`config.mk`:
```
export PLATFORM = sky130hd
export DESIGN_NAME = av_sync_sample_corrector
export DESIGN_NICKNAME = d
export VERILOG_FILES = /design/src/hdl/avsc_pkg.sv /design/src/hdl/avsc_mul_serial.sv /design/src/hdl/avsc_div100.sv /design/src/hdl/av_sync_sample_corrector.sv
export SDC_FILE = /design/constraint.sdc
export NUM_CORES = 2
export LEC_CHECK = 0
export ABC_AREA = 0
export BUFFER_PORTS_ARGS = -buffer_cell sky130_fd_sc_hd__buf_2
export CORE_MARGIN = 5
export CORE_UTILIZATION = 43
export CTS_CLUSTER_DIAMETER = 40
export DETAILED_ROUTE_END_ITERATION = 16
export PLACE_DENSITY = 0.59
export SYNTH_ARGS = -nofsm -noshare
export SYNTH_HDL_FRONTEND = slang
export SYNTH_SLANG_ARGS = --single-unit
```
`constraint.sdc`:
```
create_clock -name clk_i -period 11.2 [get_ports clk_i]
set_input_delay 1.68 -clock clk_i [delete_from_list [all_inputs] [get_ports clk_i]]
set_output_delay 1.68 -clock clk_i [all_outputs]
set_load 0.03 [all_outputs]
```
`src/hdl/avsc_pkg.sv`:
```
`timescale 1ns / 1ps
`default_nettype none

package avsc_pkg;

  // Configuration port geometry.
  localparam int unsigned CFG_IDX_W  = 3;
  localparam int unsigned CFG_DATA_W = 31;

  // Register indices on the configuration port.
  localparam logic [CFG_IDX_W-1:0] CFG_AUDIO_IS_MASTER    = 3'd0;
  localparam logic [CFG_IDX_W-1:0] CFG_SOURCE_RATE        = 3'd1;
  localparam logic [CFG_IDX_W-1:0] CFG_AVG_COEF           = 3'd2;
  localparam logic [CFG_IDX_W-1:0] CFG_DIFF_THRESHOLD     = 3'd3;
  localparam logic [CFG_IDX_W-1:0] CFG_NO_SYNC_LIMIT      = 3'd4;
  localparam logic [CFG_IDX_W-1:0] CFG_CORRECTION_PERCENT = 3'd5;

  // Register values after reset.
  localparam logic        RST_AUDIO_IS_MASTER    = 1'b0;
  localparam logic [18:0] RST_SOURCE_RATE        = 19'd44100;
  localparam logic [15:0] RST_AVG_COEF           = 16'd52057;
  localparam logic [30:0] RST_DIFF_THRESHOLD     = 31'd671089;
  localparam logic [30:0] RST_NO_SYNC_LIMIT      = 31'd167772160;
  localparam logic [6:0]  RST_CORRECTION_PERCENT = 7'd10;

  // Number of filtered frames before a correction may be made.
  localparam logic [4:0] AVG_WARMUP = 5'd20;

  // Bit-serial step counts: coefficient multiply, rate multiply, divide by a hundred.
  localparam logic [4:0] MUL_STEPS_COEF = 5'd16;
  localparam logic [4:0] MUL_STEPS_RATE = 5'd19;
  localparam logic [4:0] DIV_STEPS      = 5'd24;

  // One hundred percent, also the divisor of the clamp bounds.
  localparam logic [6:0] PCT_FULL = 7'd100;

  // Saturation bounds of the 40-bit exponential sum, held at 42 bits.
  localparam logic signed [41:0] SUM_MAX = 42'sh07F_FFFF_FFFF;
  localparam logic signed [41:0] SUM_MIN = 42'sh380_0000_0000;

  // Command to the shared serial multiplier.
  typedef struct packed {
    logic              start;
    logic [4:0]        steps;
    logic signed [40:0] mcand;
    logic [18:0]       mplier;
  } mul_cmd_t;

  // Response of the shared serial multiplier: floor(mcand * mplier / 2^steps).
  typedef struct packed {
    logic               done;
    logic signed [41:0] hi;
    logic               sticky;
  } mul_rsp_t;

endpackage

`default_nettype wire

```
`src/hdl/avsc_mul_serial.sv`:
```
`timescale 1ns / 1ps
`default_nettype none

// Shift-and-add multiplier, one multiplier bit per cycle. The upper part of
// the product is kept and shifted right, so after the last step it holds the
// product divided by 2^steps, rounded towards minus infinity. The sticky bit
// records whether any bit shifted out was set.
module avsc_mul_serial (
  input  wire                clk_i,
  input  wire                rst_ni,
  input  avsc_pkg::mul_cmd_t cmd_i,
  output avsc_pkg::mul_rsp_t rsp_o
);

  logic               busy_q;
  logic               done_q;
  logic [4:0]         cnt_q;
  logic signed [41:0] hi_q;
  logic signed [40:0] mcand_q;
  logic [18:0]        mplier_q;
  logic               sticky_q;
  logic signed [41:0] add_c;

  // Partial product plus the multiplicand when the current multiplier bit is set.
  always_comb begin
    add_c = hi_q;
    if (mplier_q[0]) begin
      add_c = hi_q + $signed({mcand_q[40], mcand_q});
    end
  end

  // Step control.
  always_ff @(posedge clk_i or negedge rst_ni) begin
    if (!rst_ni) begin
      busy_q <= 1'b0;
      done_q <= 1'b0;
      cnt_q  <= 5'd0;
    end else begin
      done_q <= 1'b0;
      if (cmd_i.start) begin
        busy_q <= 1'b1;
        cnt_q  <= cmd_i.steps;
      end else if (busy_q) begin
        cnt_q <= cnt_q - 5'd1;
        if (cnt_q == 5'd1) begin
          busy_q <= 1'b0;
          done_q <= 1'b1;
        end
      end
    end
  end

  // Datapath: accumulate and shift one bit per cycle.
  always_ff @(posedge clk_i) begin
    if (cmd_i.start) begin
      hi_q     <= '0;
      sticky_q <= 1'b0;
      mcand_q  <= cmd_i.mcand;
      mplier_q <= cmd_i.mplier;
    end else if (busy_q) begin
      hi_q     <= add_c >>> 1;
      sticky_q <= sticky_q | add_c[0];
      mplier_q <= {1'b0, mplier_q[18:1]};
    end
  end

  assign rsp_o.done   = done_q;
  assign rsp_o.hi     = hi_q;
  assign rsp_o.sticky = sticky_q;

endmodule

`default_nettype wire

```
`src/hdl/avsc_div100.sv`:
```
`timescale 1ns / 1ps
`default_nettype none

// Restoring division by one hundred, one quotient bit per cycle. The dividend
// shifts out at the top while the quotient bits shift in at the bottom.
module avsc_div100 (
  input  wire         clk_i,
  input  wire         rst_ni,
  input  wire         start_i,
  input  wire  [23:0] dividend_i,
  output logic [16:0] quot_o
);

  logic [4:0]  cnt_q;
  logic [23:0] x_q;
  logic [6:0]  rem_q;
  logic [7:0]  trial;
  logic        ge;
  logic [7:0]  diff;

  // Trial subtraction of the divisor from the partial remainder.
  always_comb begin
    trial = {rem_q, x_q[23]};
    ge    = trial >= {1'b0, avsc_pkg::PCT_FULL};
    diff  = trial - {1'b0, avsc_pkg::PCT_FULL};
  end

  // Step counter.
  always_ff @(posedge clk_i or negedge rst_ni) begin
    if (!rst_ni) begin
      cnt_q <= 5'd0;
    end else if (start_i) begin
      cnt_q <= avsc_pkg::DIV_STEPS;
    end else if (cnt_q != 5'd0) begin
      cnt_q <= cnt_q - 5'd1;
    end
  end

  // Remainder and dividend/quotient shift register.
  always_ff @(posedge clk_i) begin
    if (start_i) begin
      x_q   <= dividend_i;
      rem_q <= 7'd0;
    end else if (cnt_q != 5'd0) begin
      x_q   <= {x_q[22:0], ge};
      rem_q <= ge ? diff[6:0] : trial[6:0];
    end
  end

  assign quot_o = x_q[16:0];

endmodule

`default_nettype wire

```
`src/hdl/av_sync_sample_corrector.sv`:
```
`timescale 1ns / 1ps
`default_nettype none

// Audio/video sync sample-count corrector.
// Each input beat is one decoded audio frame: the audio-minus-master clock
// difference (signed Q8.24 seconds), a not-a-number flag and the frame's
// sample count. Each input beat yields exactly one output beat carrying the
// sample count to produce and a flag that says whether a correction applied.
// Both data channels use valid and stall; a beat moves when valid is high and
// stall is low. Registers are written over a separate valid/ready port, which
// is always ready; write them only while the block is idle.
// One frame is processed at a time. When audio is master or the filter resets,
// the frame goes from the check straight to the send state; during warm-up it
// runs the sum update; otherwise the average test follows, and a correction
// adds the rate product. The shared bit-serial multiplier runs 16 steps for the
// sum update, 16 for the average test and 19 for the rate product. Once the
// result is loaded the block returns to idle and takes the next frame.
// The result sits in an output register, so the next frame is accepted while
// the receiver stalls; a finished frame waits in the result register until the
// output register is free. Reset clears the sum, the warm-up count and the
// output, and loads the register defaults; there is no clearing pass.
module av_sync_sample_corrector (
  input  wire                                  clk_i,
  input  wire                                  rst_ni,
  input  wire                                  cfg_valid_i,
  output logic                                 cfg_ready_o,
  input  wire  [avsc_pkg::CFG_IDX_W-1:0]       cfg_index_i,
  input  wire  [avsc_pkg::CFG_DATA_W-1:0]      cfg_data_i,
  input  wire                                  in_valid_i,
  output logic                                 in_stall_o,
  input  wire  signed [31:0]                   clock_diff_i,
  input  wire                                  diff_invalid_i,
  input  wire  [15:0]                          frame_samples_i,
  output logic                                 out_valid_o,
  input  wire                                  out_stall_i,
  output logic [16:0]                          wanted_samples_o,
  output logic                                 corrected_o
);

  typedef enum logic [2:0] {
    ST_IDLE,
    ST_CHECK,
    ST_SUM,
    ST_TEST,
    ST_DELTA,
    ST_SEND
  } state_e;

  state_e state_q;

  // Configuration registers.
  logic        master_q;
  logic [18:0] rate_q;
  logic [15:0] coef_q;
  logic [30:0] thr_q;
  logic [30:0] limit_q;
  logic [6:0]  pct_q;

  // Filter state.
  logic signed [39:0] diff_sum_q;
  logic [4:0]         warmup_q;

  // Captured frame and intermediate values.
  logic signed [31:0] diff_q;
  logic               invalid_q;
  logic [15:0]        n_q;
  logic [40:0]        smag_q;

  // Result and output registers.
  logic [16:0] res_q;
  logic        res_corr_q;
  logic        out_valid_q;
  logic [16:0] wanted_q;
  logic        corrected_q;

  avsc_pkg::mul_cmd_t mul_cmd;
  avsc_pkg::mul_rsp_t mul_rsp;

  logic               div_start;
  logic [16:0]        floor_lo;
  logic [16:0]        floor_hi;
  logic [6:0]         p_sat;
  logic [23:0]        lo_prod;
  logic [23:0]        hi_prod;

  logic [32:0]        diff_ext;
  logic [32:0]        diff_mag;
  logic               too_big;
  logic               do_filter;
  logic signed [41:0] sum_raw;
  logic signed [41:0] sum_clip;
  logic [39:0]        sum_sat;
  logic [40:0]        sum_ext;
  logic [40:0]        s_mag;
  logic [41:0]        ceil_q;
  logic [41:0]        avg;
  logic               pass;
  logic [26:0]        dmag;
  logic signed [27:0] delta;
  logic signed [27:0] wanted_w;
  logic [16:0]        clipped;

  // Configuration writes; indices beyond the list are ignored.
  assign cfg_ready_o = 1'b1;

  always_ff @(posedge clk_i or negedge rst_ni) begin
    if (!rst_ni) begin
      master_q <= avsc_pkg::RST_AUDIO_IS_MASTER;
      rate_q   <= avsc_pkg::RST_SOURCE_RATE;
      coef_q   <= avsc_pkg::RST_AVG_COEF;
      thr_q    <= avsc_pkg::RST_DIFF_THRESHOLD;
      limit_q  <= avsc_pkg::RST_NO_SYNC_LIMIT;
      pct_q    <= avsc_pkg::RST_CORRECTION_PERCENT;
    end else if (cfg_valid_i && cfg_ready_o) begin
      case (cfg_index_i)
        avsc_pkg::CFG_AUDIO_IS_MASTER:    master_q <= cfg_data_i[0];
        avsc_pkg::CFG_SOURCE_RATE:        rate_q   <= cfg_data_i[18:0];
        avsc_pkg::CFG_AVG_COEF:           coef_q   <= cfg_data_i[15:0];
        avsc_pkg::CFG_DIFF_THRESHOLD:     thr_q    <= cfg_data_i[30:0];
        avsc_pkg::CFG_NO_SYNC_LIMIT:      limit_q  <= cfg_data_i[30:0];
        avsc_pkg::CFG_CORRECTION_PERCENT: pct_q    <= cfg_data_i[6:0];
        default: ;
      endcase
    end
  end

  // Magnitude of the difference and the filter reset test.
  always_comb begin
    diff_ext  = {diff_q[31], diff_q};
    diff_mag  = diff_q[31] ? (33'd0 - diff_ext) : diff_ext;
    too_big   = invalid_q || (diff_mag >= {2'b00, limit_q});
    do_filter = !master_q && !too_big;
  end

  // New sum: difference plus the floored coefficient product, saturated.
  always_comb begin
    sum_raw = $signed({{10{diff_q[31]}}, diff_q}) + mul_rsp.hi;
    if (sum_raw > avsc_pkg::SUM_MAX) begin
      sum_clip = avsc_pkg::SUM_MAX;
    end else if (sum_raw < avsc_pkg::SUM_MIN) begin
      sum_clip = avsc_pkg::SUM_MIN;
    end else begin
      sum_clip = sum_raw;
    end
    sum_sat = sum_clip[39:0];
    sum_ext = {sum_sat[39], sum_sat};
    s_mag   = sum_sat[39] ? (41'd0 - sum_ext) : sum_ext;
  end

  // Average test: |sum|*(1-c) >= threshold, as |sum| - ceil(|sum|*c) >= threshold.
  always_comb begin
    ceil_q = mul_rsp.hi + {41'd0, mul_rsp.sticky};
    avg    = {1'b0, smag_q} - ceil_q;
    pass   = avg >= {11'd0, thr_q};
  end

  // Correction: rate product truncated towards zero, then clamped.
  always_comb begin
    dmag     = mul_rsp.hi[31:5];
    delta    = diff_q[31] ? -$signed({1'b0, dmag}) : $signed({1'b0, dmag});
    wanted_w = $signed({12'd0, n_q}) + delta;
    if (wanted_w < $signed({11'd0, floor_lo})) begin
      clipped = floor_lo;
    end else if (wanted_w > $signed({11'd0, floor_hi})) begin
      clipped = floor_hi;
    end else begin
      clipped = wanted_w[16:0];
    end
  end

  // Clamp bounds: count times (100 -/+ percent), divided by a hundred.
  always_comb begin
    p_sat   = (pct_q > avsc_pkg::PCT_FULL) ? avsc_pkg::PCT_FULL : pct_q;
    lo_prod = 24'(n_q) * 24'(avsc_pkg::PCT_FULL - p_sat);
    hi_prod = 24'(n_q) * 24'({1'b0, avsc_pkg::PCT_FULL} + {1'b0, p_sat});
  end

  // The dividers start with the filter and finish well before the rate product.
  assign div_start = (state_q == ST_CHECK) && do_filter;

  avsc_div100 u_div_lo (
    .clk_i      (clk_i),
    .rst_ni     (rst_ni),
    .start_i    (div_start),
    .dividend_i (lo_prod),
    .quot_o     (floor_lo)
  );

  avsc_div100 u_div_hi (
    .clk_i      (clk_i),
    .rst_ni     (rst_ni),
    .start_i    (div_start),
    .dividend_i (hi_prod),
    .quot_o     (floor_hi)
  );

  // Multiplier commands for the three products of a frame.
  always_comb begin
    mul_cmd.start  = 1'b0;
    mul_cmd.steps  = avsc_pkg::MUL_STEPS_COEF;
    mul_cmd.mcand  = $signed({diff_sum_q[39], diff_sum_q});
    mul_cmd.mplier = {3'd0, coef_q};
    case (state_q)
      ST_CHECK: begin
        mul_cmd.start = do_filter;
      end
      ST_SUM: begin
        mul_cmd.start = mul_rsp.done && (warmup_q >= avsc_pkg::AVG_WARMUP);
        mul_cmd.mcand = $signed(s_mag);
      end
      ST_TEST: begin
        mul_cmd.start  = mul_rsp.done && pass;
        mul_cmd.steps  = avsc_pkg::MUL_STEPS_RATE;
        mul_cmd.mcand  = $signed({8'd0, diff_mag});
        mul_cmd.mplier = rate_q;
      end
      default: ;
    endcase
  end

  avsc_mul_serial u_mul (
    .clk_i  (clk_i),
    .rst_ni (rst_ni),
    .cmd_i  (mul_cmd),
    .rsp_o  (mul_rsp)
  );

  // Frame capture and the sum magnitude for the average test.
  always_ff @(posedge clk_i) begin
    if ((state_q == ST_IDLE) && in_valid_i) begin
      diff_q    <= clock_diff_i;
      invalid_q <= diff_invalid_i;
      n_q       <= frame_samples_i;
    end
    if ((state_q == ST_SUM) && mul_rsp.done) begin
      smag_q <= s_mag;
    end
  end

  // Sequencer, filter state and output register.
  always_ff @(posedge clk_i or negedge rst_ni) begin
    if (!rst_ni) begin
      state_q     <= ST_IDLE;
      diff_sum_q  <= '0;
      warmup_q    <= 5'd0;
      res_q       <= 17'd0;
      res_corr_q  <= 1'b0;
      out_valid_q <= 1'b0;
      wanted_q    <= 17'd0;
      corrected_q <= 1'b0;
    end else begin
      if (out_valid_q && !out_stall_i && (state_q != ST_SEND)) begin
        out_valid_q <= 1'b0;
      end
      case (state_q)
        ST_IDLE: begin
          if (in_valid_i) begin
            state_q <= ST_CHECK;
          end
        end
        ST_CHECK: begin
          res_q      <= {1'b0, n_q};
          res_corr_q <= 1'b0;
          if (master_q) begin
            state_q <= ST_SEND;
          end else if (too_big) begin
            diff_sum_q <= '0;
            warmup_q   <= 5'd0;
            state_q    <= ST_SEND;
          end else begin
            state_q <= ST_SUM;
          end
        end
        ST_SUM: begin
          if (mul_rsp.done) begin
            diff_sum_q <= $signed(sum_sat);
            if (warmup_q < avsc_pkg::AVG_WARMUP) begin
              warmup_q <= warmup_q + 5'd1;
              state_q  <= ST_SEND;
            end else begin
              state_q <= ST_TEST;
            end
          end
        end
        ST_TEST: begin
          if (mul_rsp.done) begin
            state_q <= pass ? ST_DELTA : ST_SEND;
          end
        end
        ST_DELTA: begin
          if (mul_rsp.done) begin
            res_q      <= clipped;
            res_corr_q <= 1'b1;
            state_q    <= ST_SEND;
          end
        end
        ST_SEND: begin
          if (!out_valid_q || !out_stall_i) begin
            out_valid_q <= 1'b1;
            wanted_q    <= res_q;
            corrected_q <= res_corr_q;
            state_q     <= ST_IDLE;
          end
        end
        default: begin
          state_q <= ST_IDLE;
        end
      endcase
    end
  end

  assign in_stall_o       = (state_q != ST_IDLE);
  assign out_valid_o      = out_valid_q;
  assign wanted_samples_o = wanted_q;
  assign corrected_o      = corrected_q;

endmodule

`default_nettype wire

```
==> flow_metrics.py <==
metrics = {
    "floorplanning": {
        "die-area_um2": 101000,
        "design.core.area_um2": 94600,
        "start_util_pct": 43.1,
        "std_cell_rows": 113,
        "die_h_um": 318,
        "num_io_pins": 109,
        "die_width_um": 318,
    },
    "yosys": {
        "synth_area_per_cell_um2": 8.97,
        "synth_warnings": 0,
        "synth_async_sr_flop_share_pct": 44.9,
        "synth_compound_area_share_pct": 16.9,
        "synth_top_family_by_area": "adder cells",
        "synth-simple-area-share_pct": 15.4,
        "syn_area_um2": 40800,
        "synthAdderAreaFrac_pct": 20.6,
        "synth_ff_type": "edfxtp_1",
        "synth-edff-count": 198,
        "synth-xor-area-share_pct": 5.30,
        "synth_mux_area_share_pct": 4.98,
        "syn_inst": 4543,
        "ys_seq_area_share_pct": 30.1,
        "synth_cell_type_count": 101,
        "yosys_register_bits": 461,
    },
    "layout": {
        "syn2layout_area_growth_pct": 12.8,
        "layout_common_cells": "543 x inv_1, 432 x nand2_1, 392 x ha_1",
        "multi_input_area_um2": 25800,
        "seq_area_um2": 12300,
        "fillers": 9041,
        "layout_commonest_cell": "inv_1",
        "final_cells": 5979,
        "drive_gt1_share_pct": 11.0,
        "finalNetCount": 5287,
    },
    "critical_path": {
        "crit_path_max_fanout": 17,
        "crit_type": "reg -> reg",
        "cpMaxStageDelayCell": "nor2_1",
        "r2r_start": "pct_q[0]",
        "cp.required_ns": 11.58,
        "cp.arrival_ns": 9.62,
        "startpoint": "pct_q[0]",
        "crit_path_start_kind": "register",
        "crit_path_max_incr_delay_ns": 0.96,
        "endpoint_kind": "register",
    },
    "cts": {
        "cts-buffers-inserted": 91,
        "htreeDepth": 3,
        "cts_tree": "built",
        "ctsHoldBuffers": 0,
        "cts.clk_slew.worst_paths_ns": 0.05,
        "cts_resized": 0,
        "clock-root-buffer": "clkbuf_16",
        "cts_setup_buffers": 0,
        "clk_latency_ns": 0.66,
        "clock-sinks": 461,
        "clockBufferDepth": 3,
    },
    "route": {
        "num_vias": 33000,
        "vias_per_cell": 5.53,
        "detail-route-antenna-nets": 0,
        "routedWlPerCell_um": 20.3,
        "first_pass_iters": 5,
        "wl_um": 122000,
        "drc": 0,
        "drt_iter0_markers": 2276,
    },
    "sta": {
        "tns_ns": 0,
        "tightest_slew_ns": 1.27,
        "fmax_ghz": 0.108,
        "grt_setup_unrepaired": "false",
        "slew_headroom_pct": 15.5,
        "finClkSkew_ns": 0.0230,
        "drv_slew": 0,
        "finalCritPeriodShare_pct": 82.5,
        "setup_violations": 0,
        "finalCriticalPeriod_ns": 9.24,
        "hold_viol": 0,
    },
    "status": {
        "outcome": "complete, no violations",
    },
    "placement": {
        "dpl.hpwl_um": 93300,
        "dpl.cell_count": 5805,
        "gp_congestion": 0.926,
        "io_buffers": 107,
    },
    "flow_run": {
        "max_cap_viol_count": 0,
    },
    "global_route": {
        "grt_pass1_vias": 32500,
        "grtUsageMet3_pct": 4.27,
        "use_met1_pct": 31.9,
        "grt-ovfl-total": 0,
        "antenna_found_initial": 14,
        "grt_use_total_pct": 23.6,
        "grt_use_met2_pct": 38.3,
        "grt.busiest_layer": "met2",
        "grt_max_degree": 91,
        "grt_pass1_wl_um": 190000,
    },
    "min_path": {
        "worstHoldStart": "u_div_lo.rem_q[6]",
        "min_path_type": "reg -> reg",
    },
}
[area by class of cell]
cell class,instances,area share [%]
flip-flops and latches,461,26.7
clock buffers,117,5.55
well taps,1265,3.44
repair buffers,159,2.04
inverters,545,4.45
clock inverters,55,1.59
diodes,2,0.0109
multi-input cells,3375,56.2
[routing by layer]
metal | up-vias | wire length (um)
met5 | - | 52
met2 | 954 | 55100
li1 | 16000 | -
met4 | 10 | 4760
met3 | 242 | 7600
met1 | 15900 | 54000
[flip-flops by register name, indices dropped and copies added, names as in the netlist, 16 cells and up]
| name | cells |
|---|---|
| smag_q | 41 |
| u_mul.hi_q | 41 |
| diff_sum_q | 40 |
| diff_q | 32 |
| wanted_samples_o | 17 |
| rate_q | 19 |
| u_mul.mcand_q | 41 |
| u_div_hi.x_q | 24 |
| thr_q | 31 |
| coef_q | 16 |
| limit_q | 31 |
| n_q | 16 |
| u_mul.mplier_q | 19 |
| u_div_lo.x_q | 24 |
| res_q | 17 |
[path summary, 6_finish.rpt]
| path | cells past startpoint | to | slack [ns] |
|---|---|---|---|
| max in group asynchronous | 2 | res_q[0] | 8.59 |
| worst max-delay path | 29 | u_div_lo.x_q[23] | 1.96 |
| worst min-delay path | 2 | u_div_lo.rem_q[6] | 0.46 |
| min in group asynchronous | 1 | wanted_samples_o[0] | 1.05 |
| worst min register to register | 2 | u_div_lo.rem_q[6] | 0.46 |
| worst max register to register | 29 | u_div_lo.x_q[23] | 1.96 |
[cell families after synthesis]
| kind of cell | count (synthesis) |
|---|---|
| compound gates | 1068 |
| xor+xnor | 246 |
| fa+ha+maj | 566 |
| buf+inv | 724 |
| flops | 461 |
| mux | 189 |
| other cells | 2 |
| simple gates | 1287 |
[cell usage after synthesis (all sizes together) (10+ instances only)]
cell type  count  area share, %
nor2b         57           0.87
nand3         98            1.2
nand2        434            4.0
o21ai        294            3.6
or4           12           0.24
dfxtp         56            2.8
xor2          82            1.8
xnor2        164            3.5
a31oi         24           0.37
a21oi        272            3.3
nor3          71           0.88
nor2         243            2.2
nor4          16           0.25
dfrtp        177             11
nand4         28           0.43
o31a          25           0.56
edfxtp       198             15
a2111oi       11           0.34
o41ai         15           0.34
fa           174            8.5
o31ai         41           0.77
inv          544            5.0
a22o          10           0.21
ha           392             12
o311ai        12           0.26
a21boi        13           0.24
and3          29           0.45
or2           23           0.36
mux2i         78            1.9
o21bai        18           0.33
and2         153            2.3
mux2         111            3.1
clkbuf       146            1.3
o211ai        23           0.42
or3           38           0.58
o21a          41           0.77
a211o         10           0.21
buf           33           0.39
a211oi        52           0.97
dfstp         30            1.9
a21o         107            2.0
o22ai         28           0.43
nand2b        51           0.78
[critical path: cells and delay by family (launching register included)]
family	cells	cell delay (ns)
xor+xnor	2	1.02
compound gates	14	3.43
fa+ha+maj	6	2.43
buf+inv	4	0.41
simple gates	3	1.27
flops	1	0.39
[stage by stage]
| stage | setup slack (ns) | cell area [um^2] | hold WS (ns) | util (%) |
|---|---|---|---|---|
| after floorplan | 3.56 | 40800 | 0.431 | - |
| after global placement | 2.40 | 42700 | 0.441 | 45.1 |
| after detailed placement | 2.10 | 42700 | 0.453 | 45.1 |
| after CTS | 2.04 | 46000 | 0.463 | 48.6 |
| after global routing | 1.34 | 46000 | 0.491 | 48.6 |
| final | 1.96 | 46000 | 0.461 | 48.6 |
Power is left out: the tool's default activity adds up to more than one toggle a clock period on the data nets, which glitch-free logic cannot reach.
